**src/rtl/packet_deframer_crc_check_defines.svh**
```systemverilog
// Assertion macros shared by the deframer RTL.
// Needs clk and arst_n in the scope where a macro is used.
`ifndef PACKET_DEFRAMER_CRC_CHECK_DEFINES_SVH
`define PACKET_DEFRAMER_CRC_CHECK_DEFINES_SVH

// Same-cycle implication, checked outside reset
`define PDFC_ASSERT_IMPL(label, ante, cons) \
	label: assert property (@(posedge clk) disable iff (!arst_n) (ante) |-> (cons)) \
		else $error("pdfc assertion failed");

// Next-cycle implication, checked outside reset
`define PDFC_ASSERT_NEXT(label, ante, cons) \
	label: assert property (@(posedge clk) disable iff (!arst_n) (ante) |=> (cons)) \
		else $error("pdfc assertion failed");

`endif

```
**src/rtl/pdfc_pkg.sv**
```systemverilog
// Shared types and constants for the datagram deframer with CRC-32 check.
// No dependencies.
package pdfc_pkg;

	localparam int HEADER_BYTES   = 8;
	localparam int OVERHEAD_BYTES = 12;
	localparam int TRAILER_BYTES  = 4;
	localparam int TYPE_SHIFT     = 5;
	localparam int POS_W          = 17;
	localparam int ADDR_W         = 3;

	localparam logic [31:0] CRC_POLY      = 32'hEDB8_8320;
	localparam logic [31:0] CRC_INIT      = 32'hFFFF_FFFF;
	localparam logic [15:0] MAX_PAYLOAD_RST = 16'd512;
	localparam logic [POS_W-1:0] POS_MAX  = {POS_W{1'b1}};

	// Packet type codes
	localparam logic [2:0] PKT_DATA = 3'd1;
	localparam logic [2:0] PKT_ACK  = 3'd2;

	// Register index of the configuration port
	localparam logic [0:0] REG_MAX_PAYLOAD = 1'b0;

	typedef enum logic [2:0] {
		ST_OK       = 3'd0,
		ST_BAD_TYPE = 3'd1,
		ST_TOO_LONG = 3'd2,
		ST_CRC_BAD  = 3'd3,
		ST_SIZE_BAD = 3'd4
	} status_t;

	// Datagram state after the current byte is taken in
	typedef struct packed {
		logic [7:0]       first_byte;
		logic [7:0]       seq;
		logic [15:0]      len;
		logic [31:0]      stamp;
		logic [31:0]      trailer;
		logic [31:0]      crc_trl;
		logic [POS_W-1:0] count;
	} dg_t;

	// One result item
	typedef struct packed {
		status_t     status;
		logic [2:0]  ptype;
		logic [4:0]  window;
		logic [7:0]  seqnum;
		logic [15:0] payload_length;
		logic [31:0] timestamp;
		logic [31:0] received_crc;
	} res_t;

endpackage

```
**src/rtl/pdfc_crc_byte.sv**
```systemverilog
// Bytewise update of reflected CRC-32, eight shift steps unrolled.
// Depends on pdfc_pkg for the polynomial.
module pdfc_crc_byte
	import pdfc_pkg::*;
(
	input  logic [31:0] crc_in,
	input  logic [7:0]  data,
	output logic [31:0] crc_out
);

	// Fold the byte in, then shift out eight bits
	always_comb begin
		logic [31:0] c;
		c = crc_in ^ {24'd0, data};
		for (int i = 0; i < 8; i++) begin
			if (c[0]) begin
				c = (c >> 1) ^ CRC_POLY;
			end else begin
				c = c >> 1;
			end
		end
		crc_out = c;
	end

endmodule

```
**src/rtl/pdfc_apb_regs.sv**
```systemverilog
// APB register block: holds the maximum payload length.
// Depends on pdfc_pkg for the address width and reset value.
module pdfc_apb_regs
	import pdfc_pkg::*;
(
	input  logic              clk,
	input  logic              arst_n,
	input  logic              psel,
	input  logic              penable,
	input  logic              pwrite,
	input  logic [ADDR_W-1:0] paddr,
	input  logic [31:0]       pwdata,
	output logic [31:0]       prdata,
	output logic              pready,
	output logic [15:0]       max_payload
);

	logic [15:0] max_payload_q;
	logic        wr_en;

	assign pready = 1'b1;
	assign wr_en  = psel & penable & pwrite;

	// Write the register on the access cycle
	always_ff @(posedge clk or negedge arst_n) begin
		if (!arst_n) begin
			max_payload_q <= MAX_PAYLOAD_RST;
		end else if (wr_en && (paddr[2] == REG_MAX_PAYLOAD)) begin
			max_payload_q <= pwdata[15:0];
		end
	end

	// Read back; an address past the list reads zero
	always_comb begin
		unique case (paddr[2])
			REG_MAX_PAYLOAD: prdata = {16'd0, max_payload_q};
			default:         prdata = 32'd0;
		endcase
	end

	assign max_payload = max_payload_q;

endmodule

```
**src/rtl/pdfc_track.sv**
```systemverilog
// Datagram tracker: byte position, header fields, trailer and running CRC.
// Depends on pdfc_pkg and pdfc_crc_byte.
module pdfc_track
	import pdfc_pkg::*;
(
	input  logic       clk,
	input  logic       arst_n,
	input  logic       take,
	input  logic [7:0] data_byte,
	input  logic       last,
	output dg_t        dg_next
);

	logic [POS_W-1:0] pos_q;
	logic [31:0]      crc_q;
	logic [7:0]       first_q;
	logic [7:0]       seq_q;
	logic [15:0]      len_q;
	logic [31:0]      stamp_q;
	logic [31:0]      trailer_q;
	logic [31:0]      crc_trl_q;

	logic [31:0]      crc_upd;
	logic [31:0]      crc_n;
	logic [POS_W-1:0] trl_start;
	logic             in_header;

	pdfc_crc_byte u_crc (
		.crc_in  (crc_q),
		.data    (data_byte),
		.crc_out (crc_upd)
	);

	assign in_header = (pos_q < POS_W'(HEADER_BYTES));
	assign trl_start = POS_W'(HEADER_BYTES) + {1'b0, len_q};

	// Work out the state after this byte
	always_comb begin
		dg_next.first_byte = first_q;
		dg_next.seq        = seq_q;
		dg_next.len        = len_q;
		dg_next.stamp      = stamp_q;
		dg_next.trailer    = trailer_q;
		dg_next.crc_trl    = crc_trl_q;
		crc_n              = crc_q;
		if (in_header) begin
			crc_n = crc_upd;
			case (pos_q[2:0])
				3'd0:    dg_next.first_byte = data_byte;
				3'd1:    dg_next.seq        = data_byte;
				3'd2:    dg_next.len        = {data_byte, len_q[7:0]};
				3'd3:    dg_next.len        = {len_q[15:8], data_byte};
				default: dg_next.stamp = stamp_q | (32'(data_byte) << {pos_q[1:0], 3'd0});
			endcase
		end else if (pos_q < trl_start) begin
			crc_n = crc_upd;
		end else if (pos_q < trl_start + POS_W'(TRAILER_BYTES)) begin
			if (pos_q == trl_start) begin
				dg_next.crc_trl = crc_q;
			end
			dg_next.trailer = {trailer_q[23:0], data_byte};
		end
		dg_next.count = (pos_q == POS_MAX) ? pos_q : pos_q + POS_W'(1);
	end

	// Advance on each item; clear after the final byte
	always_ff @(posedge clk or negedge arst_n) begin
		if (!arst_n) begin
			pos_q     <= '0;
			crc_q     <= CRC_INIT;
			first_q   <= '0;
			seq_q     <= '0;
			len_q     <= '0;
			stamp_q   <= '0;
			trailer_q <= '0;
			crc_trl_q <= '0;
		end else if (take) begin
			if (last) begin
				pos_q     <= '0;
				crc_q     <= CRC_INIT;
				first_q   <= '0;
				seq_q     <= '0;
				len_q     <= '0;
				stamp_q   <= '0;
				trailer_q <= '0;
				crc_trl_q <= '0;
			end else begin
				pos_q     <= dg_next.count;
				crc_q     <= crc_n;
				first_q   <= dg_next.first_byte;
				seq_q     <= dg_next.seq;
				len_q     <= dg_next.len;
				stamp_q   <= dg_next.stamp;
				trailer_q <= dg_next.trailer;
				crc_trl_q <= dg_next.crc_trl;
			end
		end
	end

endmodule

```
**src/rtl/packet_deframer_crc_check.sv**
```systemverilog
// Top level of the datagram deframer: status decision and result register.
// Depends on pdfc_pkg, pdfc_apb_regs, pdfc_track and the defines header.
//
//  channel  | signals                                  | direction
//  ---------+------------------------------------------+----------
//  cfg      | psel penable pwrite paddr pwdata prdata  | APB slave
//  in       | in_valid in_ready data_byte last         | sink
//  out      | out_valid out_ready status .. received_crc | source
//
// One byte is taken per cycle while in_ready is high; tracker state and CRC are registered.
// A result appears in the output register the cycle after its last byte.
// Input stalls only while a result is held and out_ready is low.
// Reset gives max_payload 512 and an empty datagram; no clearing pass.
`include "packet_deframer_crc_check_defines.svh"

module packet_deframer_crc_check
	import pdfc_pkg::*;
(
	input  logic              clk,
	input  logic              arst_n,
	input  logic              psel,
	input  logic              penable,
	input  logic              pwrite,
	input  logic [ADDR_W-1:0] paddr,
	input  logic [31:0]       pwdata,
	output logic [31:0]       prdata,
	output logic              pready,
	input  logic              in_valid,
	output logic              in_ready,
	input  logic [7:0]        data_byte,
	input  logic              last,
	output logic              out_valid,
	input  logic              out_ready,
	output logic [2:0]        status,
	output logic [2:0]        ptype,
	output logic [4:0]        window,
	output logic [7:0]        seqnum,
	output logic [15:0]       payload_length,
	output logic [31:0]       timestamp,
	output logic [31:0]       received_crc
);

	logic [15:0]      max_payload;
	logic             take;
	dg_t              dg_next;
	res_t             res_d;
	res_t             res_s1;
	logic             out_valid_q;
	logic [POS_W-1:0] expected;
	logic [2:0]       ptype_d;

	pdfc_apb_regs u_regs (
		.clk         (clk),
		.arst_n      (arst_n),
		.psel        (psel),
		.penable     (penable),
		.pwrite      (pwrite),
		.paddr       (paddr),
		.pwdata      (pwdata),
		.prdata      (prdata),
		.pready      (pready),
		.max_payload (max_payload)
	);

	pdfc_track u_track (
		.clk       (clk),
		.arst_n    (arst_n),
		.take      (take),
		.data_byte (data_byte),
		.last      (last),
		.dg_next   (dg_next)
	);

	assign in_ready = !out_valid_q || out_ready;
	assign take     = in_valid && in_ready;

	assign ptype_d  = dg_next.first_byte[TYPE_SHIFT +: 3];
	assign expected = POS_W'(OVERHEAD_BYTES) + {1'b0, dg_next.len};

	// Decide the status in priority order
	always_comb begin
		if ((ptype_d != PKT_DATA) && (ptype_d != PKT_ACK)) begin
			res_d.status = ST_BAD_TYPE;
		end else if (dg_next.len > max_payload) begin
			res_d.status = ST_TOO_LONG;
		end else if (dg_next.count < expected) begin
			res_d.status = ST_SIZE_BAD;
		end else if (~dg_next.crc_trl != dg_next.trailer) begin
			res_d.status = ST_CRC_BAD;
		end else if (dg_next.count != expected) begin
			res_d.status = ST_SIZE_BAD;
		end else begin
			res_d.status = ST_OK;
		end
		res_d.ptype          = ptype_d;
		res_d.window         = dg_next.first_byte[4:0];
		res_d.seqnum         = dg_next.seq;
		res_d.payload_length = dg_next.len;
		res_d.timestamp      = dg_next.stamp;
		res_d.received_crc   = dg_next.trailer;
	end

	// Hold the result until taken; load on the final byte
	always_ff @(posedge clk or negedge arst_n) begin
		if (!arst_n) begin
			out_valid_q <= 1'b0;
		end else if (take && last) begin
			out_valid_q <= 1'b1;
		end else if (out_ready) begin
			out_valid_q <= 1'b0;
		end
	end

	always_ff @(posedge clk) begin
		if (take && last) begin
			res_s1 <= res_d;
		end
	end

	assign out_valid      = out_valid_q;
	assign status         = res_s1.status;
	assign ptype          = res_s1.ptype;
	assign window         = res_s1.window;
	assign seqnum         = res_s1.seqnum;
	assign payload_length = res_s1.payload_length;
	assign timestamp      = res_s1.timestamp;
	assign received_crc   = res_s1.received_crc;

	`PDFC_ASSERT_NEXT(a_last_gives_result, take && last, out_valid_q)
	`PDFC_ASSERT_IMPL(a_stall_blocks_input, out_valid_q && !out_ready, !in_ready)
	`PDFC_ASSERT_NEXT(a_drain_clears, out_valid_q && out_ready && !(take && last), !out_valid_q)
	`PDFC_ASSERT_IMPL(a_status_code, out_valid_q, status <= 3'(ST_SIZE_BAD))

endmodule

```
**config.mk**
```make
export PLATFORM = sky130hd
export DESIGN_NAME = packet_deframer_crc_check
export DESIGN_NICKNAME = d
export VERILOG_FILES = /design/src/rtl/pdfc_pkg.sv /design/src/rtl/pdfc_crc_byte.sv /design/src/rtl/pdfc_apb_regs.sv /design/src/rtl/pdfc_track.sv /design/src/rtl/packet_deframer_crc_check.sv
export VERILOG_INCLUDE_DIRS = /design/src /design/src/rtl
export SDC_FILE = /design/constraint.sdc
export NUM_CORES = 1
export LEC_CHECK = 0
export CAP_MARGIN = 20
export CORE_ASPECT_RATIO = 0.75
export CORE_UTILIZATION = 50
export DETAILED_ROUTE_END_ITERATION = 10
export DONT_BUFFER_PORTS = 1
export PLACE_DENSITY = 0.76
export SYNTH_ARGS = -nofsm -noshare
export SYNTH_HDL_FRONTEND = slang
export SYNTH_SLANG_ARGS = --single-unit
```
**constraint.sdc**
```tcl
create_clock -name clk -period 11.85 [get_ports clk]
set_clock_uncertainty 0.05 [all_clocks]
set_input_delay 2.37 -clock clk [delete_from_list [all_inputs] [get_ports clk]]
set_output_delay 2.37 -clock clk [all_outputs]
set_load 0.02 [all_outputs]
```
==> impl_metrics.env <==
export IMPL_status="finished, final reports clean"
export IMPL_tightestPinTransition_ns=1.07
export IMPL_yosysWarnings=0
export IMPL_max_freq_mhz=133
export IMPL_antenna_found_initial=1
export IMPL_synth_seq_area_share_pct=47.0
export IMPL_place_congestion=0.922
export IMPL_initial_core_util_pct=51.3
export IMPL_finalSetupViolCount=0
export IMPL_drt_pass1_iterations=7
export IMPL_p_leak_uw=0.00839
export IMPL_netSwitchingPower_uw=1140
export IMPL_finalSetupTns_ns=0
export IMPL_grt_setup_unrepaired="no"
export IMPL_clockBufferDepth=3
export IMPL_power_share_clock_pct=29.3
export IMPL_viasPerCell=6.31
export IMPL_powerDensity_nw_per_um2=190
export IMPL_ios=185
export IMPL_wire_per_inst_um=22.6
export IMPL_grt_ovfl_total=0
export IMPL_grt_first_pass_wirelength_mm=71.5
export IMPL_ctsResizeCount=0
export IMPL_clk_pin_slew_ns=0.07
export IMPL_ys_types=68
export IMPL_diodes=0
export IMPL_hp_class="reg -> reg"
export IMPL_min_path_cells=2
export IMPL_switching_share_pct=33.3
export IMPL_maxSlewHeadroom_pct=28.0
export IMPL_drive_gt1_share_pct=9.13
export IMPL_avgSynthCellArea_um2=10.3
export IMPL_start_kind="register"
export IMPL_synth_area_top_cells="dfrtp_1 (24%), edfxtp_1 (18%), ha_1 (5.3%), dfstp_2 (5.2%), xnor2_1 (4.4%)"
export IMPL_route_detailed_drc=0
export IMPL_grt_pass1_vias=12100
export IMPL_synth_ff_type="dfrtp_1"
export IMPL_p_int_uw=2270
export IMPL_htreeDepth=1
export IMPL_grt_use_total_pct=26.9
export IMPL_hold_viol=0
export IMPL_synth_seq_cells=293
export IMPL_core_area_um2=32700
export IMPL_rows=57
export IMPL_crit_type="reg -> reg"
export IMPL_syn_area_um2=16800
export IMPL_timing_rr_start="u_track.len_q[3]"
export IMPL_synth_edf_count=99
export IMPL_dieArea_um2=34300
export IMPL_ant_nets=0
export IMPL_ff2ff_path_depth=22
export IMPL_num_vias=12800
export IMPL_critPathCaptureType="register"
export IMPL_grt_start_max_net_pins=195
export IMPL_hpwl_mm=29.6
export IMPL_setup_worst_path_start="u_track.len_q[3]"
export IMPL_insertion_delay_ns=0.58
export IMPL_fin_crit_sh_pct=63.4
export IMPL_fin_nets=1686
export IMPL_cts_buffers=30
export IMPL_drt_iter0_drc=1783
export IMPL_postCtsSetupBuffers=0
export IMPL_root_buffer="clkbuf_16"
export IMPL_critical_path_required_ns=12.10
export IMPL_areaGrowthSynthToFinish_pct=7.25
export IMPL_peakVddDrop_mv=0.114
export IMPL_clock_sinks=293
export IMPL_maxCapViolCount=0
export IMPL_arrival_ns=7.77
export IMPL_holdBufCountCts=0
export IMPL_critPathMaxFanout=64
export IMPL_p_total_uw=3410
export IMPL_die_height_um=161
export IMPL_synth_cells=1627
export IMPL_min_from="u_track.first_q[6]"
export IMPL_drt_wl_total_mm=45.8
export IMPL_pwr_share_comb_pct=29.9
export IMPL_postSynth_asyncResetShare_pct=66.2
export IMPL_period_minus_slack_ns=7.52
export IMPL_sequentialPowerShare_pct=40.8
export IMPL_final_max_slew_viol_count=0
export IMPL_synth_largest_area_cell="dfrtp_1"
export IMPL_fillers=2772
export IMPL_yosys_area_top_type_share_pct=24.0
export IMPL_die_w_um=213
export IMPL_cts_tree="done"
export IMPL_io_buffers=0
[power groups by stage]
stage               combinational [µW]  clock, µW  sequential, µW
global placement                   972          0            1400
CTS                               1010       1010            1390
detailed placement                1000          0            1410
finish                            1020        998            1390
floorplan                          828          0            1360
global route                      1120       1060            1410
[cells by family after synthesis]
group | Yosys count | synth area share [%]
compound gates | 460 | 19.1
simple gates | 444 | 13.2
flops | 293 | 47.0
buf+inv | 165 | 4.52
xor+xnor | 124 | 6.65
fa+ha+maj | 72 | 5.37
mux | 67 | 4.23
other cells | 2 | 0.0448
[worst paths after layout]
kind,end,slack (ns)
min reg2reg,u_track.first_q[6],0.43
max reg2reg,status[0],4.33
max,status[0],4.33
min in group asynchronous,u_regs.max_payload[12],1.45
min,u_track.first_q[6],0.43
max in group asynchronous,u_track.crc_q[1],10.01
[routing by layer]
metal | wire length [µm] | share of wire, % | global-route usage (%) | vias to the layer above
li1 | - | - | - | 5783
met1 | 20200 | 44 | 40.4 | 6219
met2 | 19000 | 42 | 37.2 | 725
met3 | 5650 | 12 | 8.76 | 81
met4 | 930 | 2.0 | 6.07 | 0
met5 | 0 | 0 | 0 | -
[cell usage after synthesis (all sizes together), types with 9 or more instances]
library cell    n
a21o           42
nand2b          9
o21ai          93
ha             71
nand4          23
buf            41
a22o           76
edfxtp         99
nand2         180
clkbuf         88
dfstp          33
xnor2          84
nor4b          16
and2           39
nor2           74
dfrtp         161
and3           27
inv            36
mux2i          37
o211a          33
nor2b          10
o2111ai        34
nand3          35
xor2           38
mux2           30
o21a           13
a21oi         109
a22oi          34
[layout by cell type (no fill, tap or decap), drive strengths merged, types with 9 or more instances in the layout]
cell and n:
dfstp 33, o21a 13, inv 36, xnor2 84
nor2b 10, and3 27, nand4 23, o211a 33
mux2i 37, xor2 38, nand2 180, mux2 30
clkinv 10, clkbuf 41, nor4b 16, and2 39
nand3 35, o2111ai 34, nor2 74, buf 18
conb 17, o21ai 93, a21o 42, a22oi 34
a21oi 109, edfxtp 99, ha 71, a22o 76
nand2b 9, dfrtp 161
[metrics by stage]
| step | hold slack (ns) | instance area [µm²] | instances | worst slack, ns | utilization (%) |
|---|---|---|---|---|---|
| floorplan | 0.399 | 16800 | 1642 | 6.29 | - |
| global placement | 0.412 | 16900 | 1973 | 4.82 | 51.8 |
| detailed placement | 0.421 | 16900 | 1973 | 4.70 | 51.8 |
| CTS | 0.435 | 18000 | 2029 | 4.67 | 55.0 |
| global route | 0.462 | 18000 | 2030 | 4.17 | 55.0 |
| finish | 0.429 | 18000 | 2030 | 4.33 | 55.0 |
[critical path, cell delays in order (launching register included)]
cell and delay [ns]:
dfrtp_1 0.48, ha_1 0.29, and4_1 0.36, nand2_1 0.10
xor2_1 0.21, or3_1 0.41, nor2_1 0.14, nand2_1 0.12
nor3_1 0.52, nand4_1 0.34, xnor2_1 0.21, ha_1 0.30
nand4_1 0.14, a221o_1 0.30, buf_4 0.28, o2111ai_4 0.14
buf_4 0.69, mux2i_1 0.20, and3_1 0.22, nor4b_1 0.64
nand4_1 0.27, nor4_2 0.65, o311ai_1 0.14
[layout make-up]
class	count	area [µm²]	area share (%)
tap	442	553	3.08
timing repair buffer	19	143	0.794
sequential	293	7870	43.8
clock inverter	16	215	1.20
clock buffer	40	818	4.55
inverter	36	138	0.766
multi-input combinational	1184	8240	45.8
[state kept, by name, indices dropped and copies added (netlist names)]
register,cells
timestamp,32
ptype,3
payload_length,16
status,3
u_track.pos_q,17
u_track.crc_trl_q,32
u_track.stamp_q,32
u_track.seq_q,8
seqnum,8
u_track.crc_q,32
u_regs.max_payload,16
u_track.len_q,16
out_valid,1
received_crc,32
u_track.trailer_q,32
u_track.first_q,8
window,5
No activity file was read; power rests on OpenSTA's default activity.
